File: src/sv/nlep_pkg.sv
// ----------------------------------------------------------------------------
// nlep_pkg
// Shared types and constants of the numeric line entry parser.
// ----------------------------------------------------------------------------
package nlep_pkg;

   localparam logic [7:0]  CHAR_CR   = 8'd13;
   localparam logic [7:0]  CHAR_BS   = 8'd8;
   localparam logic [15:0] COUNT_MAX = 16'hFFFF;
   localparam logic [31:0] DIV10_MUL = 32'hCCCC_CCCD;
   localparam int          DIV10_SHR = 35;

   typedef enum logic [1:0] {
      OP_DIGIT,
      OP_BACK,
      OP_ENTER
   } op_type;

   typedef struct packed {
      op_type     op;
      logic       hex;
      logic [3:0] digit;
      logic [7:0] ch;
   } cmd_type;

   typedef enum logic {
      KIND_ECHO   = 1'b0,
      KIND_NUMBER = 1'b1
   } kind_type;

endpackage

File: src/sv/nlep_front.sv
// ----------------------------------------------------------------------------
// nlep_front
// Classifies a received character into a digit, backspace or enter request
// and drops everything else.
// ----------------------------------------------------------------------------
module nlep_front (
   input  logic             req_push,
   input  logic [7:0]       req_rx_char,
   input  logic             hex_mode,
   input  logic             cmd_full,
   output logic             cmd_push,
   output nlep_pkg::cmd_type cmd_data
);
   import nlep_pkg::*;

   logic       is_dec;
   logic       is_upper;
   logic       is_lower;
   logic       is_digit;
   logic [7:0] offs;

   always_comb begin
      is_dec   = (req_rx_char >= 8'h30) && (req_rx_char <= 8'h39);
      is_upper = hex_mode && (req_rx_char >= 8'h41) && (req_rx_char <= 8'h46);
      is_lower = hex_mode && (req_rx_char >= 8'h61) && (req_rx_char <= 8'h66);
      is_digit = is_dec || is_upper || is_lower;
      if (is_dec) begin
         offs = req_rx_char - 8'h30;
      end else if (is_upper) begin
         offs = req_rx_char - 8'h37;
      end else begin
         offs = req_rx_char - 8'h57;
      end

      cmd_data.hex   = hex_mode;
      cmd_data.digit = offs[3:0];
      cmd_data.ch    = req_rx_char;
      priority if (req_rx_char == CHAR_CR) begin
         cmd_data.op = OP_ENTER;
      end else if (req_rx_char == CHAR_BS) begin
         cmd_data.op = OP_BACK;
      end else begin
         cmd_data.op = OP_DIGIT;
      end

      cmd_push = req_push && !cmd_full &&
                 (is_digit || (req_rx_char == CHAR_CR) || (req_rx_char == CHAR_BS));
   end

endmodule

File: src/sv/nlep_cmd_queue.sv
// ----------------------------------------------------------------------------
// nlep_cmd_queue
// Two-entry request queue between the classifier and the execution side.
// ----------------------------------------------------------------------------
module nlep_cmd_queue (
   input  logic              clock,
   input  logic              reset,
   input  logic              push,
   input  nlep_pkg::cmd_type push_data,
   output logic              full,
   input  logic              pop,
   output nlep_pkg::cmd_type pop_data,
   output logic              empty
);
   import nlep_pkg::*;

   cmd_type    entry_ff [2];
   logic       wr_ptr_ff;
   logic       wr_ptr_in;
   logic       rd_ptr_ff;
   logic       rd_ptr_in;
   logic [1:0] count_ff;
   logic [1:0] count_in;
   logic       do_push;
   logic       do_pop;

   always_comb begin
      full      = (count_ff == 2'd2);
      empty     = (count_ff == 2'd0);
      do_push   = push && !full;
      do_pop    = pop && !empty;
      pop_data  = entry_ff[rd_ptr_ff];
      wr_ptr_in = do_push ? ~wr_ptr_ff : wr_ptr_ff;
      rd_ptr_in = do_pop ? ~rd_ptr_ff : rd_ptr_ff;
      count_in  = count_ff + {1'b0, do_push} - {1'b0, do_pop};
   end

   always_ff @(posedge clock) begin
      if (reset) begin
         wr_ptr_ff <= 1'b0;
         rd_ptr_ff <= 1'b0;
         count_ff  <= 2'd0;
      end else begin
         wr_ptr_ff <= wr_ptr_in;
         rd_ptr_ff <= rd_ptr_in;
         count_ff  <= count_in;
      end
   end

   always_ff @(posedge clock) begin
      if (do_push) begin
         entry_ff[wr_ptr_ff] <= push_data;
      end
   end

endmodule

File: src/sv/nlep_back.sv
// ----------------------------------------------------------------------------
// nlep_back
// Executes queued requests on the accumulator and digit count and holds the
// results in a two-entry output buffer.
// ----------------------------------------------------------------------------
module nlep_back (
   input  logic              clock,
   input  logic              reset,
   input  logic              cmd_empty,
   input  nlep_pkg::cmd_type cmd_data,
   output logic              cmd_pop,
   input  logic              rsp_pop,
   output logic              rsp_empty,
   output logic              rsp_result_kind,
   output logic [7:0]        rsp_echo_char,
   output logic [31:0]       rsp_number_value
);
   import nlep_pkg::*;

   typedef struct packed {
      kind_type    kind;
      logic [7:0]  ch;
      logic [31:0] value;
   } rsp_type;

   logic [31:0] acc_ff;
   logic [31:0] acc_in;
   logic [15:0] count_ff;
   logic [15:0] count_in;
   rsp_type     buf_ff [2];
   logic        wr_ptr_ff;
   logic        wr_ptr_in;
   logic        rd_ptr_ff;
   logic        rd_ptr_in;
   logic [1:0]  fill_ff;
   logic [1:0]  fill_in;
   logic        res_push;
   logic        res_pop;
   rsp_type     res_data;
   logic [63:0] prod;
   logic [31:0] quot10;
   logic [31:0] times_r;

   always_comb begin
      prod    = acc_ff * DIV10_MUL;
      quot10  = {3'b000, prod[63:DIV10_SHR]};
      times_r = cmd_data.hex ? {acc_ff[27:0], 4'b0000}
                             : ({acc_ff[28:0], 3'b000} + {acc_ff[30:0], 1'b0});

      cmd_pop  = !cmd_empty && (fill_ff != 2'd2);
      acc_in   = acc_ff;
      count_in = count_ff;
      res_push = 1'b0;
      res_data.kind  = KIND_ECHO;
      res_data.ch    = cmd_data.ch;
      res_data.value = 32'd0;

      if (cmd_pop) begin
         unique case (cmd_data.op)
            OP_DIGIT: begin
               acc_in   = times_r + {28'd0, cmd_data.digit};
               count_in = (count_ff == COUNT_MAX) ? count_ff : count_ff + 16'd1;
               res_push = 1'b1;
            end
            OP_BACK: begin
               if (count_ff != 16'd0) begin
                  acc_in   = cmd_data.hex ? {4'b0000, acc_ff[31:4]} : quot10;
                  count_in = count_ff - 16'd1;
                  res_push = 1'b1;
               end
            end
            OP_ENTER: begin
               acc_in         = 32'd0;
               count_in       = 16'd0;
               res_push       = 1'b1;
               res_data.kind  = KIND_NUMBER;
               res_data.ch    = 8'd0;
               res_data.value = acc_ff;
            end
            default: begin
               acc_in = acc_ff;
            end
         endcase
      end

      rsp_empty        = (fill_ff == 2'd0);
      res_pop          = rsp_pop && !rsp_empty;
      rsp_result_kind  = buf_ff[rd_ptr_ff].kind;
      rsp_echo_char    = buf_ff[rd_ptr_ff].ch;
      rsp_number_value = buf_ff[rd_ptr_ff].value;
      wr_ptr_in = res_push ? ~wr_ptr_ff : wr_ptr_ff;
      rd_ptr_in = res_pop ? ~rd_ptr_ff : rd_ptr_ff;
      fill_in   = fill_ff + {1'b0, res_push} - {1'b0, res_pop};
   end

   always_ff @(posedge clock) begin
      if (reset) begin
         acc_ff    <= 32'd0;
         count_ff  <= 16'd0;
         wr_ptr_ff <= 1'b0;
         rd_ptr_ff <= 1'b0;
         fill_ff   <= 2'd0;
      end else begin
         acc_ff    <= acc_in;
         count_ff  <= count_in;
         wr_ptr_ff <= wr_ptr_in;
         rd_ptr_ff <= rd_ptr_in;
         fill_ff   <= fill_in;
      end
   end

   always_ff @(posedge clock) begin
      if (res_push) begin
         buf_ff[wr_ptr_ff] <= res_data;
      end
   end

endmodule

File: src/sv/numeric_line_entry_parser.sv
// ----------------------------------------------------------------------------
// numeric_line_entry_parser
// Builds an unsigned 32-bit number from received characters in decimal or
// hex entry mode, echoing digits and backspaces and returning the number on
// carriage return.
// ----------------------------------------------------------------------------
// One character is taken per cycle while req_full is low. A request passes
// the classifier, waits in a two-entry request queue and is executed by the
// accumulator unit (a shift-add for the radix multiply, a 32x32 reciprocal
// multiply for the divide by ten), whose result goes into a two-entry output
// buffer. With pop held high, one request and one result move every cycle.
// csr_ready is always high; write hex_mode only while no request is in flight.
module numeric_line_entry_parser (
   input  logic        clock,
   input  logic        reset,
   input  logic        req_push,
   output logic        req_full,
   input  logic [7:0]  req_rx_char,
   output logic        rsp_empty,
   input  logic        rsp_pop,
   output logic        rsp_result_kind,
   output logic [7:0]  rsp_echo_char,
   output logic [31:0] rsp_number_value,
   input  logic        csr_valid,
   output logic        csr_ready,
   input  logic        csr_hex_mode
);
   import nlep_pkg::*;

   logic    hex_mode_ff;
   logic    hex_mode_in;
   logic    cmd_push;
   logic    cmd_pop;
   logic    cmd_empty;
   cmd_type cmd_in_data;
   cmd_type cmd_out_data;

   assign csr_ready   = 1'b1;
   assign hex_mode_in = (csr_valid && csr_ready) ? csr_hex_mode : hex_mode_ff;

   always_ff @(posedge clock) begin
      if (reset) begin
         hex_mode_ff <= 1'b0;
      end else begin
         hex_mode_ff <= hex_mode_in;
      end
   end

   nlep_front u_front (
      .req_push    (req_push),
      .req_rx_char (req_rx_char),
      .hex_mode    (hex_mode_ff),
      .cmd_full    (req_full),
      .cmd_push    (cmd_push),
      .cmd_data    (cmd_in_data)
   );

   nlep_cmd_queue u_queue (
      .clock     (clock),
      .reset     (reset),
      .push      (cmd_push),
      .push_data (cmd_in_data),
      .full      (req_full),
      .pop       (cmd_pop),
      .pop_data  (cmd_out_data),
      .empty     (cmd_empty)
   );

   nlep_back u_back (
      .clock            (clock),
      .reset            (reset),
      .cmd_empty        (cmd_empty),
      .cmd_data         (cmd_out_data),
      .cmd_pop          (cmd_pop),
      .rsp_pop          (rsp_pop),
      .rsp_empty        (rsp_empty),
      .rsp_result_kind  (rsp_result_kind),
      .rsp_echo_char    (rsp_echo_char),
      .rsp_number_value (rsp_number_value)
   );

   a_pop_nonempty: assert property (@(posedge clock) disable iff (reset)
      cmd_pop |-> !cmd_empty)
      else $error("request queue popped while empty");

   a_number_no_char: assert property (@(posedge clock) disable iff (reset)
      (!rsp_empty && rsp_result_kind) |-> (rsp_echo_char == 8'd0))
      else $error("number result carries an echo character");

   a_echo_no_value: assert property (@(posedge clock) disable iff (reset)
      (!rsp_empty && !rsp_result_kind) |-> (rsp_number_value == 32'd0))
      else $error("echo result carries a number");

   a_push_has_room: assert property (@(posedge clock) disable iff (reset)
      cmd_push |-> !req_full)
      else $error("request pushed into full queue");

endmodule

File: config.mk
export PLATFORM = sky130hd
export DESIGN_NAME = numeric_line_entry_parser
export DESIGN_NICKNAME = d
export VERILOG_FILES = /design/src/sv/nlep_pkg.sv /design/src/sv/nlep_front.sv /design/src/sv/nlep_cmd_queue.sv /design/src/sv/nlep_back.sv /design/src/sv/numeric_line_entry_parser.sv
export SDC_FILE = /design/constraint.sdc
export NUM_CORES = 2
export LEC_CHECK = 0
export ABC_CLOCK_PERIOD_IN_PS = 7210
export BUFFER_PORTS_ARGS = -buffer_cell sky130_fd_sc_hd__buf_2
export CORE_ASPECT_RATIO = 1.75
export CORE_MARGIN = 5
export CORE_UTILIZATION = 60
export CTS_BUF_LIST = sky130_fd_sc_hd__clkbuf_8
export DETAILED_ROUTE_END_ITERATION = 10
export GPL_ROUTABILITY_DRIVEN = 0
export HOLD_SLACK_MARGIN = 0.02
export PLACE_DENSITY = 0.83
export SYNTH_ARGS = -nofsm -noshare
export SYNTH_HDL_FRONTEND = slang
export SYNTH_SLANG_ARGS = --single-unit
File: constraint.sdc
create_clock -name clock -period 7.21 [get_ports clock]
set_clock_uncertainty 0.2 [all_clocks]
set_input_delay 0.721 -clock clock [delete_from_list [all_inputs] [get_ports clock]]
set_output_delay 0.721 -clock clock [all_outputs]
set_load 0.05 [all_outputs]
==> results.md, run 1 <==
* Sequential-to-total area share from yosys stat at 0.1652
* Most frequent cell after synthesis: sky130_fd_sc_hd__inv_1
* Async set-reset flop share out of synthesis at 0
* Stop err: [ERROR GRT-0232] Routing congestion too high. Check the congestion heatmap in the GUI.
* Flip-flop cell with the highest count after synthesis: sky130_fd_sc_hd__edfxtp_1
* Instance area after placement at 0.03070 mm^2
* CTS root buf: sky130_fd_sc_hd__clkbuf_8
* Floorplan die width at about 170 um
* Pin count of the biggest net entering global routing at about 70
* Inserted Clock Buffers at 17
* Post-Synthesis Cell Area at 0.02750 mm^2
* # clock sinks at approximately 170
* Placement row count at between 100 and 150
* Distinct cell type count after synthesis at between 90 and 100
* Number of synthesized register bits at 171
* Worst endpoint type: register data pin
* Cell accounting for the most synthesized area: sky130_fd_sc_hd__fa_1
* Status: aborted with a tool error
* Most instantiated cells after synthesis: sky130_fd_sc_hd__inv_1, sky130_fd_sc_hd__ha_1, sky130_fd_sc_hd__fa_1
* Area share of the largest cell type after synthesis at 0.2832
* Overall fraction of global-route tracks in use at 0.5572
* Starting density of the core at 0.6080
* Synthesized area per cell at roughly 9.7 um^2
* Die Y at 293.2 um
* Count of hold buffers inserted by post-cts repair at 0
* Count of flip-flops with a built-in enable after synthesis at around 110
* Leading post-synthesis cells by cell area: sky130_fd_sc_hd__fa_1, sky130_fd_sc_hd__ha_1, sky130_fd_sc_hd__edfxtp_1
* Number of H-tree branching levels at 4
* Warnings, synthesis at 0
* Buffers added on ports at 56
* Clock Tree Buf Depth at 2
* Synthesized net count at around 3600
* End pin of the worst setup path after global-route repair: u_back.acc_ff[24]$_SDFFE_PP0P_/D
* Number of primary I/O pins at 58
* Gate Count Post-Synth at about 2800
* Last stage the flow got to: global routing
* Overflow left after global routing at 6
* Half-perimeter wire length after placement at around 82 mm
[through the flow]
step                cells  worst slack (ns)  utilization  hold slack [ns]  setup TNS, ns
detailed placement   3715           -0.8571       0.6787           0.2844         -15.62
CTS                  3776           -0.1127       0.7093           0.2502        -0.5126
floorplan            2830           0.01335            -           0.2466              0
global placement     3715           -0.7384       0.6787           0.2796         -12.98
[logic make-up after synthesis]
| group | count (synthesis) | synth area share |
|---|---|---|
| DFF | 171 | 0.1652 |
| other | 1 | 0.0001364 |
| muxes | 66 | 0.02620 |
| xor gates and xnor gates | 114 | 0.03630 |
| AOI/OAI and AO/OA | 455 | 0.1132 |
| buffers and inverters | 737 | 0.1010 |
| adders and majority gates | 790 | 0.4656 |
| and+or+nand+nor | 496 | 0.09235 |
[per-layer routing]
| metal | GRT overflow | track usage |
|---|---|---|
| met5 | 0 | 0.1166 |
| met4 | 5 | 0.5672 |
| met3 | 0 | 0.3789 |
| met2 | 1 | 0.7691 |
| met1 | 0 | 0.5134 |
[timing repair]
action / in CTS
resized for setup: 164
setup buffers: 29
endpoints found under the hold margin: 0
pin swaps: 88
endpoints found under the setup margin: 28
==> run 2: changes to the inputs <==
- ABC_CLOCK_PERIOD_IN_PS: 7210 -> 9400
- CORE_ASPECT_RATIO: 1.75 -> default
- CORE_UTILIZATION: 60 -> 40
- CTS_BUF_LIST: sky130_fd_sc_hd__clkbuf_8 -> default
- HOLD_SLACK_MARGIN: 0.02 -> default
- PLACE_DENSITY: 0.83 -> default
- PLACE_DENSITY_LB_ADDON: default -> 0.15
- clock period: 7.21 -> 9.4 ns (I/O delays scaled with it)
==> run 2 against run 1 <==
The run now ends clean. Synthesized area unchanged. Synthesized cell count stayed put.
==> results.md, run 2 <==
* Status: finished clean (was aborted with a tool error)
* Leakage power total at 15.29 nW
* Maxcap violations at 0
* Number of primary I/O pins at 58 (unchanged)
* Total wire length at approximately 86 mm
* Latest clock arrival within the worst-skew pair at 0.46 ns
* Regs by FF count: u_back.buf_ff x82, u_back.acc_ff x32, u_queue.entry_ff x30
* Fraction of the cycle the final worst path needs at 0.9133
* Clock Tree Buf Depth at 2 (unchanged)
* Post-route setup TNS at 0 ns
* Share of layout cells above drive strength 1 at 0.07421
* Area of the core region at approximately 0.07 mm^2
* Min Clock Period, post-route at around 8.6 ns
* Highest clock frequency the design can meet at ~120 MHz
* DRC marker count from the first detailed-route iteration at approximately 1600
* Worst relative slew slack at 0.2374
* Overall fraction of global-route tracks in use at 0.2356
* Most common cell after layout, fill and taps aside: sky130_fd_sc_hd__inv_1
* Inserted Diodes at 0
* Final Net Count at about 3700
* Critical path buffers and inverters at 8
* Sequential-to-total area share from yosys stat at 0.1652 (unchanged)
* Startpoint of the worst setup timing path: u_back.acc_ff[11]$_SDFFE_PP0P_
* # clock sinks at 171 (unchanged)
* Kind of cell adding the most delay to the critical path: adder cells
* Leading post-synthesis cells by cell area: sky130_fd_sc_hd__fa_1, sky130_fd_sc_hd__ha_1, sky130_fd_sc_hd__edfxtp_1 (unchanged)
* Warnings, synthesis at 0 (unchanged)
* Most instantiated cells after synthesis: sky130_fd_sc_hd__inv_1, sky130_fd_sc_hd__ha_1, sky130_fd_sc_hd__fa_1 (unchanged)
* Adder and majority cell fraction of the synthesized area at 0.4656 (unchanged)
* Worst setup path endpoint: u_back.acc_ff[26]$_SDFFE_PP0P_
* FF-to-FF End: u_back.acc_ff[26]$_SDFFE_PP0P_
* Startpoint of the most critical register-to-register path: u_back.acc_ff[11]$_SDFFE_PP0P_
* Clock-pin slew of the registers on the worst-case setup and hold paths at around 0.080 ns
* Count of flip-flops with a built-in enable after synthesis at 112 (unchanged)
* Buffers added on ports at 56 (unchanged)
* Number of DRC violations after detailed routing at 0
* Synthesized net count at 3634 (unchanged)
* CTS root buf: sky130_fd_sc_hd__clkbuf_16 (was sky130_fd_sc_hd__clkbuf_8)
* Via count of the first global-routing pass at 21925
* Drt first pass iters at 7
* Starting density of the core at 0.4024 (was 0.6080)
* Type of destination of the critical path: flip-flop
* Flip-flop cell with the highest count after synthesis: sky130_fd_sc_hd__edfxtp_1 (unchanged)
* DRT antenna net count at 0
* Routed length per instance at approximately 23 um
* Most used cell along the critical path: sky130_fd_sc_hd__fa_1
* Post-layout instance area at between 0.02 and 0.03 mm^2
* Filler cell count at about 6700
* Most frequent cell after synthesis: sky130_fd_sc_hd__inv_1 (unchanged)
* TritonCTS clock tree: yes
* Placement row count at 96 (was 103)
* Overflow left after global routing at 0
* Depth of the worst register-to-register path at 27
* Depth of the critical timing path with buffers and inverters included at 27
* Async set-reset flop share out of synthesis at 0 (unchanged)
* Relative area change from synthesis to final layout at 7.811%
* Multiplexer share of the synthesized area at 0.02620 (unchanged)
* Die area at 0.07410 mm^2
* Largest fanout of any net on the critical path at 11
* Distinct cell type count after synthesis at 92 (unchanged)
* Largest family of logic cells by synthesized area: adder cells (unchanged)
* Most frequent cells in the layout: sky130_fd_sc_hd__inv_1, sky130_fd_sc_hd__ha_1, sky130_fd_sc_hd__fa_1, sky130_fd_sc_hd__nand2_1
* CP Data Required Time at roughly 9.5 ns
* Area share of the largest cell type after synthesis at 0.2832 (unchanged)
* Inserted Clock Buffers at 17 (unchanged)
* Worst vdd rail ir drop at 0.1212 mV
* Instance area after placement at 0.02899 mm^2 (was 0.03070 mm^2)
* Resize count post-CTS at 0 (was 164)
* Compound-gate portion of the synthesized area at 0.1132 (unchanged)
* Setup-failing EPs final at 0
* Type of the worst min-delay path: reg -> reg
* Pin count of the biggest net entering global routing at between 70 and 80
* Number of vias after detailed routing at 20580
* Global-route wire length before repair at between 100 and 150 mm
* XOR/XNOR share of the synthesized area at 0.03630 (unchanged)
* Synthesized area per cell at 9.718 um^2 (unchanged)
* Master of the slowest instance on the critical path: sky130_fd_sc_hd__dfxtp_1
* Measured slew at the worst slew-check pin at 1.140 ns
* Maximum single-stage delay on the critical path at ~0.74 ns
* Number of synthesized register bits at 171 (unchanged)
* Flop-to-flop setup slack at approximately 0.81 ns
* Max reg flops at a little over 80
* RSZ-0062 raised after global routing: false
* Post-Synth Simple-Gate Area at 0.09235 (unchanged)
* Die Y at 272.2 um (was 293.2 um)
* Count of hold buffers inserted by post-cts repair at 0 (unchanged)
* Initial antenna violation count at 1
* Half-perimeter wire length after placement at 72.77 mm (was 81.84 mm)
* Register with the most flip-flops: u_back.buf_ff
* Endpoints failing hold at 0
* Gate Count Post-Synth at 2830 (unchanged)
* Number of H-tree branching levels at 4 (unchanged)
* Post-Synthesis Cell Area at 0.02750 mm^2 (unchanged)
* Class of the most critical setup path: reg -> reg
* Post-CTS Setup Bufs at 0 (was 29)
* Critical path startpoint category: flip-flop
* Cell accounting for the most synthesized area: sky130_fd_sc_hd__fa_1 (unchanged)
* Total power divided by cell area at approximately 150 mW/mm^2
* Floorplan die width at 272.2 um (was 171.8 um)
* CP arrival at approximately 8.7 ns
* Vias per std cell at approximately 5.4
* Max-slew violation count at 0
[run 2: cell counts after synthesis]
No cell type changed its count.
[run 2: layout make-up]
class	instances	area, um^2	share of cell area
Clock buffer	17	425.4	0.01435
Clock inverter	15	231.5	0.007807
Inverter	671	2519	0.08494
Multi-Input combinational cell	1922	20210	0.6815
Sequential cell	171	4546	0.1533
Tap cell	882	1104	0.03722
Timing Repair Buffer	101	618.1	0.02085
[run 2: per-stage QoR]
stage	total power [mW]	instances	util	worst slack [ns]	hold WS [ns]
2_1_floorplan	2.997	2830	-	1.951	0.2466
3_3_place_gp	3.760	3747	0.4242	0.9907	0.2909
3_5_place_dp	3.777	3747	0.4242	0.9095	0.2952
4_1_cts	4.594	3779	0.4338	0.8714	0.3105
5_1_grt	4.958	3779	0.4338	0.3325	0.3260
6_report	4.554	3779	0.4338	0.8146	0.3176
[run 2: worst reg2reg max path, delay by kind of cell (launching register included)]
family	cells	cell delay, ns
compound gates	9	1.92
buf+inv	8	0.78
flops	1	0.74
fa+ha+maj	9	4.48
simple gates	1	0.33
[run 2: worst min-delay path by stage]
stage | startpoint | to | cells after the start | slack, ns
after floorplan | hex_mode_ff$_SDFFE_PP0P_ | u_queue.entry_ff[0][12]$_DFFE_PP_ | 0 | 0.25
after global placement | u_queue.rd_ptr_ff$_SDFFE_PP0P_ | u_queue.rd_ptr_ff$_SDFFE_PP0P_ | 2 | 0.29
after detailed placement | u_queue.rd_ptr_ff$_SDFFE_PP0P_ | u_queue.rd_ptr_ff$_SDFFE_PP0P_ | 2 | 0.30
after CTS | u_back.count_ff[13]$_SDFFE_PP0P_ | u_back.count_ff[13]$_SDFFE_PP0P_ | 2 | 0.31
after global routing | u_back.count_ff[13]$_SDFFE_PP0P_ | u_back.count_ff[13]$_SDFFE_PP0P_ | 2 | 0.33
final | u_queue.rd_ptr_ff$_SDFFE_PP0P_ | u_queue.rd_ptr_ff$_SDFFE_PP0P_ | 2 | 0.32
[run 2: logic make-up (layout without fill, tap and decap cells)]
kind of cell,after synthesis,in the layout
AOI/OAI and AO/OA,455,455
xor gates and xnor gates,114,114
adders and majority gates,790,790
buffers and inverters,737,804
DFF,171,171
muxes,66,66
other,1,1
and+or+nand+nor,496,496
[run 2: metal layers]
layer	track usage	share of wire
met3	0.05127	0.064
met5	0	0.00015
met4	0.09206	0.046
met1	0.3205	0.44
met2	0.3687	0.45
[run 2: report_power, final]
group	leakage (nW)	total, mW	switching, mW	internal (mW)
logic	13.5	2.72	1.78	0.945
clock network	0.318	0.794	0.377	0.417
registers	1.45	1.04	0.111	0.928
total	15.3	4.55	2.26	2.29
Power figures use the tool's default switching activity.
